===== src/rtl/lkd_pkg.sv =====
// lkd_pkg: shared constants, codes and types for the key list block
// no dependencies
`default_nettype none

package lkd_pkg;

  localparam int CAPACITY = 32;
  localparam int KEY_W    = 32;
  localparam int CNT_W    = $clog2(CAPACITY + 1);

  localparam logic [2:0] OP_INSERT    = 3'd0;
  localparam logic [2:0] OP_DEL_KEY   = 3'd1;
  localparam logic [2:0] OP_DEL_FIRST = 3'd2;
  localparam logic [2:0] OP_DEL_LAST  = 3'd3;
  localparam logic [2:0] OP_DUMP      = 3'd4;

  localparam logic [1:0] ST_OK       = 2'd0;
  localparam logic [1:0] ST_NOTFOUND = 2'd1;
  localparam logic [1:0] ST_EMPTY    = 2'd2;
  localparam logic [1:0] ST_FULL     = 2'd3;

  typedef logic signed [KEY_W-1:0] key_t;

  typedef struct packed {
    logic insert;
    logic del_key;
    logic del_first;
    logic rotate;
  } cell_ctl_t;

endpackage

`default_nettype wire


===== src/rtl/lkd_cell.sv =====
// lkd_cell: one list position, holds a key and shifts towards its neighbours
// depends on lkd_pkg
`default_nettype none

module lkd_cell (
  input  wire                     clk,
  input  wire lkd_pkg::cell_ctl_t ctl,
  input  wire lkd_pkg::key_t      key,
  input  wire lkd_pkg::key_t      left_data,
  input  wire lkd_pkg::key_t      right_data,
  input  wire lkd_pkg::key_t      head_data,
  input  wire                     occupied,
  input  wire                     is_tail,
  input  wire                     found_before,
  output lkd_pkg::key_t           data,
  output logic                    found_here
);

  lkd_pkg::key_t data_next;

  assign found_here = found_before | (occupied & (data == key));

  always_comb begin
    data_next = data;
    if (ctl.insert) begin
      data_next = left_data;
    end else if (ctl.del_first) begin
      data_next = right_data;
    end else if (ctl.del_key && found_here) begin
      data_next = right_data;
    end else if (ctl.rotate) begin
      data_next = is_tail ? head_data : right_data;
    end
  end

  always_ff @(posedge clk) begin
    data <= data_next;
  end

endmodule

`default_nettype wire


===== src/rtl/list_with_key_delete.sv =====
// list_with_key_delete: ordered key list held in a row of shifting cells
// depends on lkd_pkg and lkd_cell
//
//   channel  dir  handshake              payload
//   cmd      in   cmd_valid / cmd_stall  op, key
//   res      out  res_valid / res_stall  status, entry, entry_valid, last
//
// insert, delete key, delete first and delete last each give a single result beat
// dump takes the command, then gives an entry beat per rotation step of the cell row,
// back in order after the final one; no command is taken meanwhile
// rst clears the fill count and all handshake state
// a result held by res_stall also stalls the command side until it leaves
`default_nettype none

module list_with_key_delete (
  input  wire               clk,
  input  wire               rst,
  input  wire               cmd_valid,
  output logic              cmd_stall,
  input  wire  [2:0]        op,
  input  wire  signed [31:0] key,
  output logic              res_valid,
  input  wire               res_stall,
  output logic [1:0]        status,
  output logic signed [31:0] entry,
  output logic              entry_valid,
  output logic              last
);

  localparam int N = lkd_pkg::CAPACITY;
  localparam int CW = lkd_pkg::CNT_W;

  logic [CW-1:0]      count;
  logic [CW-1:0]      count_next;
  logic [CW-1:0]      remain;
  logic               dumping;
  logic               acc;
  logic               load;
  logic               is_empty;
  logic               is_full;
  lkd_pkg::cell_ctl_t ctl;
  lkd_pkg::key_t      cell_data [N];
  lkd_pkg::key_t      left_d    [N];
  lkd_pkg::key_t      right_d   [N];
  logic [N:0]         found;
  logic [N-1:0]       occ;
  logic [N-1:0]       tail;

  assign cmd_stall = dumping | (res_valid & res_stall);
  assign acc       = cmd_valid & ~cmd_stall;
  assign load      = ~res_valid | ~res_stall;
  assign is_empty  = (count == '0);
  assign is_full   = (count == CW'(N));

  assign ctl.insert    = acc & (op == lkd_pkg::OP_INSERT) & ~is_full;
  assign ctl.del_key   = acc & (op == lkd_pkg::OP_DEL_KEY);
  assign ctl.del_first = acc & (op == lkd_pkg::OP_DEL_FIRST) & ~is_empty;
  assign ctl.rotate    = dumping & load;

  always_comb begin
    for (int i = 0; i < N; i++) begin
      left_d[i]  = (i == 0) ? key : cell_data[(i == 0) ? 0 : i - 1];
      right_d[i] = (i == N - 1) ? cell_data[i] : cell_data[(i == N - 1) ? i : i + 1];
      occ[i]     = (CW'(i) < count);
      tail[i]    = (CW'(i + 1) == count);
    end
  end

  assign found[0] = 1'b0;

  for (genvar g = 0; g < N; g++) begin : g_cell
    lkd_cell u_cell (
      .clk          (clk),
      .ctl          (ctl),
      .key          (key),
      .left_data    (left_d[g]),
      .right_data   (right_d[g]),
      .head_data    (cell_data[0]),
      .occupied     (occ[g]),
      .is_tail      (tail[g]),
      .found_before (found[g]),
      .data         (cell_data[g]),
      .found_here   (found[g+1])
    );
  end

  always_comb begin
    count_next = count;
    if (ctl.insert) begin
      count_next = count + CW'(1);
    end else if (ctl.del_first) begin
      count_next = count - CW'(1);
    end else if (ctl.del_key && found[N]) begin
      count_next = count - CW'(1);
    end else if (acc && op == lkd_pkg::OP_DEL_LAST && !is_empty) begin
      count_next = count - CW'(1);
    end
  end

  always_ff @(posedge clk) begin
    if (rst) begin
      count     <= '0;
      dumping   <= 1'b0;
      remain    <= '0;
      res_valid <= 1'b0;
    end else begin
      count <= count_next;
      if (res_valid && !res_stall) begin
        res_valid <= 1'b0;
      end
      if (acc) begin
        case (op)
          lkd_pkg::OP_INSERT, lkd_pkg::OP_DEL_KEY,
          lkd_pkg::OP_DEL_FIRST, lkd_pkg::OP_DEL_LAST: begin
            res_valid <= 1'b1;
          end
          lkd_pkg::OP_DUMP: begin
            if (is_empty) begin
              res_valid <= 1'b1;
            end else begin
              dumping <= 1'b1;
              remain  <= count;
            end
          end
          default: begin
          end
        endcase
      end
      if (dumping && load) begin
        res_valid <= 1'b1;
        remain    <= remain - CW'(1);
        if (remain == CW'(1)) begin
          dumping <= 1'b0;
        end
      end
    end
  end

  // result payload
  always_ff @(posedge clk) begin
    if (acc) begin
      entry       <= '0;
      entry_valid <= 1'b0;
      last        <= 1'b1;
      case (op)
        lkd_pkg::OP_INSERT: begin
          status <= is_full ? lkd_pkg::ST_FULL : lkd_pkg::ST_OK;
        end
        lkd_pkg::OP_DEL_KEY: begin
          if (is_empty) begin
            status <= lkd_pkg::ST_EMPTY;
          end else begin
            status <= found[N] ? lkd_pkg::ST_OK : lkd_pkg::ST_NOTFOUND;
          end
        end
        lkd_pkg::OP_DEL_FIRST, lkd_pkg::OP_DEL_LAST, lkd_pkg::OP_DUMP: begin
          status <= is_empty ? lkd_pkg::ST_EMPTY : lkd_pkg::ST_OK;
        end
        default: begin
          status <= lkd_pkg::ST_OK;
        end
      endcase
    end else if (dumping && load) begin
      status      <= lkd_pkg::ST_OK;
      entry       <= cell_data[0];
      entry_valid <= 1'b1;
      last        <= (remain == CW'(1));
    end
  end

endmodule

`default_nettype wire


===== config.mk =====
export PLATFORM = sky130hd
export DESIGN_NAME = list_with_key_delete
export DESIGN_NICKNAME = d
export VERILOG_FILES = /design/src/rtl/lkd_pkg.sv /design/src/rtl/lkd_cell.sv /design/src/rtl/list_with_key_delete.sv
export SDC_FILE = /design/constraint.sdc
export NUM_CORES = 2
export LEC_CHECK = 0
export BUFFER_PORTS_ARGS = -buffer_cell sky130_fd_sc_hd__buf_2
export CORE_MARGIN = 4
export CORE_UTILIZATION = 35
export CTS_CLUSTER_DIAMETER = 200
export DETAILED_ROUTE_END_ITERATION = 16
export GPL_TIMING_DRIVEN = 0
export PLACE_DENSITY = 0.59
export SLEW_MARGIN = 5
export SYNTH_ARGS = -nofsm -noshare
export SYNTH_HDL_FRONTEND = slang
export SYNTH_SLANG_ARGS = --single-unit

===== constraint.sdc =====
create_clock -name clk -period 16.2 [get_ports clk]
set_input_delay 1.62 -clock clk [delete_from_list [all_inputs] [get_ports clk]]
set_output_delay 1.62 -clock clk [all_outputs]
set_load 0.02 [all_outputs]

# Word-level counts from Yosys, hierarchy flattened
# Index checks and enable logic that the tools add are counted.
[totals]
regBits = 1074
in_bits = 39
output_inout_bits = 38
elab_cells = 493
[classes]
add_sub_neg = 3
magnitude_cmp = 32
eq_ne = 74
muxes = 185
bitwise_logic = 78
reduce_logical = 81
[op_table]
columns = ["cell", "n"]
rows = [
  ["$mux 32", 160],
  ["$eq 32x32->1", 32],
  ["$reduce_bool 4->1", 32],
  ["$eq 5x6->1 const A", 16],
  ["$lt 5x6->1 const A", 16],
  ["$eq 4x6->1 const A", 8],
  ["$lt 4x6->1 const A", 8],
  ["$mux 6", 8],
  ["$and 1x1->1", 40],
  ["$logic_and 1x1->1", 36],
  ["$or 1x1->1", 33],
  ["$eq 3x6->1 const A", 4],
  ["$lt 3x6->1 const A", 4],
  ["$eq 2x6->1 const A", 2],
  ["$lt 1x6->1 const A", 2],
  ["$lt 2x6->1 const A", 2],
  ["$sub 6x1->6 const B", 2],
  ["$mux 1", 10],
  ["$mux 2", 5],
  ["$reduce_bool 2->1", 4],
  ["$add 6x1->6 const B", 1],
  ["$eq 1x6->1 const A", 1],
  ["$eq 3x2->1 const B", 2],
  ["$eq 6x1->1 const B", 1],
  ["18 further kinds", 24],
]

# Longest topological paths before layout
[logic_depth]
word_depth = 37
depth_mapped = 17
mapped_depth_nobuf = 12

# By module
# A second synthesis with hierarchy kept.
[hier_totals]
cells_unflattened = 7833
hier_area_um2 = 74525.2
[by_module_without_submodules]
columns = ["mod", "instances", "cells_each", "area_per_inst_um2"]
rows = [
  ["lkd_cell", 32, 233, 2243.4],
  ["list_with_key_delete", 1, 377, 2736.4],
]

# Worst setup path after synthesis
# Ideal clock, no wire load.
[synth_timing]
path_kind = "in2reg"
from = "in key[31]"
to = "reg g_cell[27].u_cell.data[0] (enable)"
t_arrival_ps = 6140
required_ps = 15734
path_slack_ps = 9594
cell_stages = 13
n_path_buf = 4
cell_sequence = "buf_2 > buf_6 > xnor2_1 > nand2_1 > or3b_1 > or4b_1 > o211ai_1 > nor3_2 > and3_1 > buf_2 > buf_6 > and3_1 > o21ai_0"
[synth_between]
elab_chain_cells = 31
elab_cells_between_ends = 85
classes_between = "28 x eq/ne; 55 x bitwise; 2 x reduce/logical"
[synth_lines]
columns = ["element", "line_no", "rtl"]
rows = [
  ["from (decl)", "list_with_key_delete.sv:21", "input wire signed [31:0] key,"],
  ["$eq 32x32->1", "lkd_cell.sv:21", "assign found_here = found_before | (occupied & (data == key));"],
  ["$and 1x1->1", "lkd_cell.sv:21", ""],
  ["$or 1x1->1 (26 in a row)", "lkd_cell.sv:21", ""],
  ["$or 1x1->1 *", "lkd_cell.sv:21", ""],
  ["$logic_and 1x1->1 *", "lkd_cell.sv:29", "end else if (ctl.del_key && found_here) begin"],
  ["$reduce_bool 4->1 (no line) *", "n/a", ""],
  ["to (signal assigned)", "lkd_cell.sv:37", "data <= data_next;"],
  ["to (decl)", "lkd_cell.sv:15", "output lkd_pkg::key_t data,"],
]
# Mark *: on every way between the ends. The rest lies on a longest branch, timed or not.
# A chain may end at the register's enable or synchronous reset.

# Final worst setup path
[layout_timing]
from = "reg count[1]"
to = "reg g_cell[25].u_cell.data[31] (data pin)"
[layout_between]
elab_chain_cells = 31
elab_cells_between_ends = 90
classes_between = "26 x order compare; 2 x eq/ne; 5 x mux; 55 x bitwise; 2 x reduce/logical"
[layout_lines]
columns = ["element", "line_no", "rtl"]
rows = [
  ["from (decl)", "list_with_key_delete.sv:33", "logic [CW-1:0] count;"],
  ["from (signal assigned)", "list_with_key_delete.sv:107", "count <= count_next;"],
  ["$lt 1x6->1", "list_with_key_delete.sv:64", "occ[i] = (CW'(i) < count);"],
  ["$and 1x1->1", "lkd_cell.sv:21", ""],
  ["$or 1x1->1 (25 in a row)", "lkd_cell.sv:21", ""],
  ["$logic_and 1x1->1", "lkd_cell.sv:29", ""],
  ["$mux 32", "lkd_cell.sv:29", ""],
  ["$mux 32", "lkd_cell.sv:27", "end else if (ctl.del_first) begin"],
  ["$mux 32 *", "lkd_cell.sv:25", "if (ctl.insert) begin"],
  ["named net g_cell[25].u_cell.data_next[31]", "lkd_cell.sv:19", "lkd_pkg::key_t data_next;"],
  ["to (signal assigned)", "lkd_cell.sv:37", ""],
  ["to (decl)", "lkd_cell.sv:15", ""],
]
# The timed path passes the listed nets; every way through them passes the cells marked *. The select of a mux whose other input is x is not followed.

==> results.txt <==
Pre-CTS setup slack: 7.33 ns
Worst-path clk slew: 0.07 ns
# DRC: 0
Status: complete, but fails checks
Critical Path Fanout Max: 10
WP data arrival: 10.50 ns
PnR worst setup slack: 6.24 ns
Total Wirelength: 418 mm
Syn Inst Count: 6771
H-tree levels: 4
Largest net degree at the start of global routing: 33
Number of clock sinks: 1074
Main synth FF type: edfxtp_1
Worst-Margin Slew: 1.60 ns
Type of the worst setup path: reg -> reg
Crit path time final: 9.96 ns
Wire per inst: 43.2 µm
WP data required: 16.74 ns
Row count: 161
Netlist cell types: 83
TritonCTS clock tree: done
Setup TNS: 0 ns
Area delta synth->final: 12.8%
Failing checks: capacitance limit, slew limit
Min Hold Slack: 0.454 ns
Vias in the first global route: 58.4k
Post-DP HPWL: 308 mm
Cell with the most instances after synthesis: nand2_1
R2r setup slk: 6.24 ns
Detailed-route via count: 64.3k
Mapped Avg Cell Area: 10.0 µm²
# hold bufs at CTS: 0
Top Ports: 77
Max-slew violations: 71
Nets@finish: 7032
Post-synth EDFFs: 1026
Initial DRC Count: 12.9k
Fin area: 76500 µm²
Post-synthesis sequential area ratio: 46.8%
Total track usage: 40.1%
Layout cells sized above 1: 8.87%
Hold Path Depth: 2
HP Class: reg -> reg
Worst vdd ir: 0.0971 mV
GP Congestion: 1.09
Die Y: 448 µm
Post-CTS Setup Bufs: 0
Finish-stage setup viols: 0
PortBufs: 42
Full die area: 201000 µm²
Post-synth top cells: 1105 x nand2_1, 1026 x edfxtp_1, 707 x mux2i_1
Max_cap viols: 9
Synth area leader: edfxtp_1
Max Clock Skew: 0.0404 ns
Synth warnings: 0
Leakage: 23.4 nW
Synth async-reset ratio: 0%
Pwr/cell area: 123 nW/µm²
Seq cells post-synth: 1074
First-pass DRT Iterations: 7
Chip width: 448 µm
Hold endpoint: entry[16]$_SDFFE_PP0P_
Tot Pwr: 0.00940 W
Clock Latency Late Sink: 0.84 ns
Syn Nets: 6818
RSZ-0062 raised after global routing: false
Final Cycle Share: 61.5%
DP Area: 72200 µm²
Top cell type's share of synthesized area: 45.4%
Worst setup EP type: register
Hold Startpoint: entry[16]$_SDFFE_PP0P_
Top post-synthesis cells by area: edfxtp_1 45%, mux2i_1 10%, xnor2_1 8.1%, nand2_1 6.1%, xor2_1 5.1%
CP Launch Type: register
Initial antenna violation count: 38
First-pass GRT wire length: 539 mm
Reg-to-Reg End: g_cell[25].u_cell.data[31]$_DFFE_PP_
Reg2Reg Depth: 13
Slew HR: -6.51%
Core Area: 193000 µm²
Drt via density: 6.66
Post-DRT Antenna Nets: 0
Root buffer cell: clkbuf_16
Worst-case clock buffer depth: 3
Initial Utilization: 35.2%
Fillers: 19.2k
Cell Area, Synth: 67800 µm²
Post-cts resize count: 0
Overflow after GRT: 0
Num CTS Buffers: 133
Endpoints failing hold: 0
Max Freq: 100 MHz
Worst reg2reg startpoint: count[1]$_SDFFE_PP0P_
==> sequential cells by signal, indices dropped and copies added (netlist names) <==
name,count
last,1
entry,32
entry_valid,1
dumping,1
g_cell.u_cell.data,1024
res_valid,1
remain,6
status,2
count,6
==> cell families (layout without fill, tap and decap cells) <==
family / after synthesis / count (layout) / share of synthesized area, %
simple gates: 2112 / 2112 / 14.1
compound gates: 1169 / 1169 / 9.84
flops: 1074 / 1074 / 46.8
xor+xnor: 1022 / 1022 / 13.2
mux: 739 / 739 / 11.0
buf+inv: 647 / 967 / 4.94
fa+ha+maj: 8 / 8 / 0.148
other cells: 0 / 37 / 0
==> where the power goes <==
part	internal, W	leakage [nW]	switching [W]
combinational	0.000681	11.6	0.00169
sequential	0.00352	9.80	0.000474
clock	0.00169	2.04	0.00135
total	0.00589	23.4	0.00351
==> per-layer routing <==
metal / GRT usage (%) / wire length [µm] / vias up
met5: 1.11 / 529 / -
met4: 26.1 / 32300 / 24
met3: 18.5 / 70200 / 1382
met2: 52.4 / 159000 / 6560
met1: 52.3 / 156000 / 31500
li1: - / - / 24800
==> worst max-delay path, stage by stage, from the launching register on <==
cell and delay (ns):
dfxtp_1 0.59, clkbuf_1 0.85, inv_1 0.63, ha_1 0.36, clkbuf_1 0.44, nand4b_1 0.77
and4b_1 0.28, clkbuf_1 1.16, clkbuf_1 0.93, clkbuf_1 1.05, clkbuf_1 1.12, clkbuf_1 0.95
nand2_1 0.12, o21ai_0 0.32
==> placed cells by master (no fill, tap or decap), types with 35 or more instances in the layout <==
cell,instances
a21oi_1,210
a31oi_1,38
buf_1,35
buf_2,137
buf_4,93
buf_6,67
clkbuf_1,357
clkbuf_16,138
dfxtp_1,48
diode_2,37
edfxtp_1,1026
mux2i_1,707
nand2_1,1087
nand3_1,216
nand4_1,175
nor2_1,235
nor3_1,156
nor4_1,127
o211ai_1,163
o21ai_0,595
o21ai_1,67
xnor2_1,626
xor2_1,396
==> worst max path at each step <==
stage	endpoint	from	depth (start not counted)	slack [ns]
floorplan	g_cell[27].u_cell.data[0]$_DFFE_PP_	key[31]	13	9.59
global placement	g_cell[23].u_cell.data[21]$_DFFE_PP_	key[13]	13	5.62
detailed placement	g_cell[25].u_cell.data[31]$_DFFE_PP_	count[1]$_SDFFE_PP0P_	13	7.33
CTS	g_cell[25].u_cell.data[31]$_DFFE_PP_	count[1]$_SDFFE_PP0P_	13	7.28
global route	g_cell[25].u_cell.data[31]$_DFFE_PP_	count[1]$_SDFFE_PP0P_	13	7.14
finish	g_cell[25].u_cell.data[31]$_DFFE_PP_	count[1]$_SDFFE_PP0P_	13	6.24
==> layout make-up <==
type,instances,area (µm²),share of cell area (%)
diodes,37,92.6,0.121
inverters,14,52.6,0.0687
repair buffers,79,960,1.25
plain buffers,633,3360,4.39
multi-input cells,5050,32900,43.0
clock inverters,67,563,0.736
flip-flops and latches,1074,31800,41.5
well taps,2526,3160,4.13
clock buffers,174,3630,4.74
==> through the flow <==
stage               cells  util [%]
global route         9625      39.7
global placement     9339      37.0
finish               9654      39.7
CTS                  9617      39.7
floorplan            6771         -
detailed placement   9376      37.5
No activity file was read; power rests on OpenSTA's default activity.
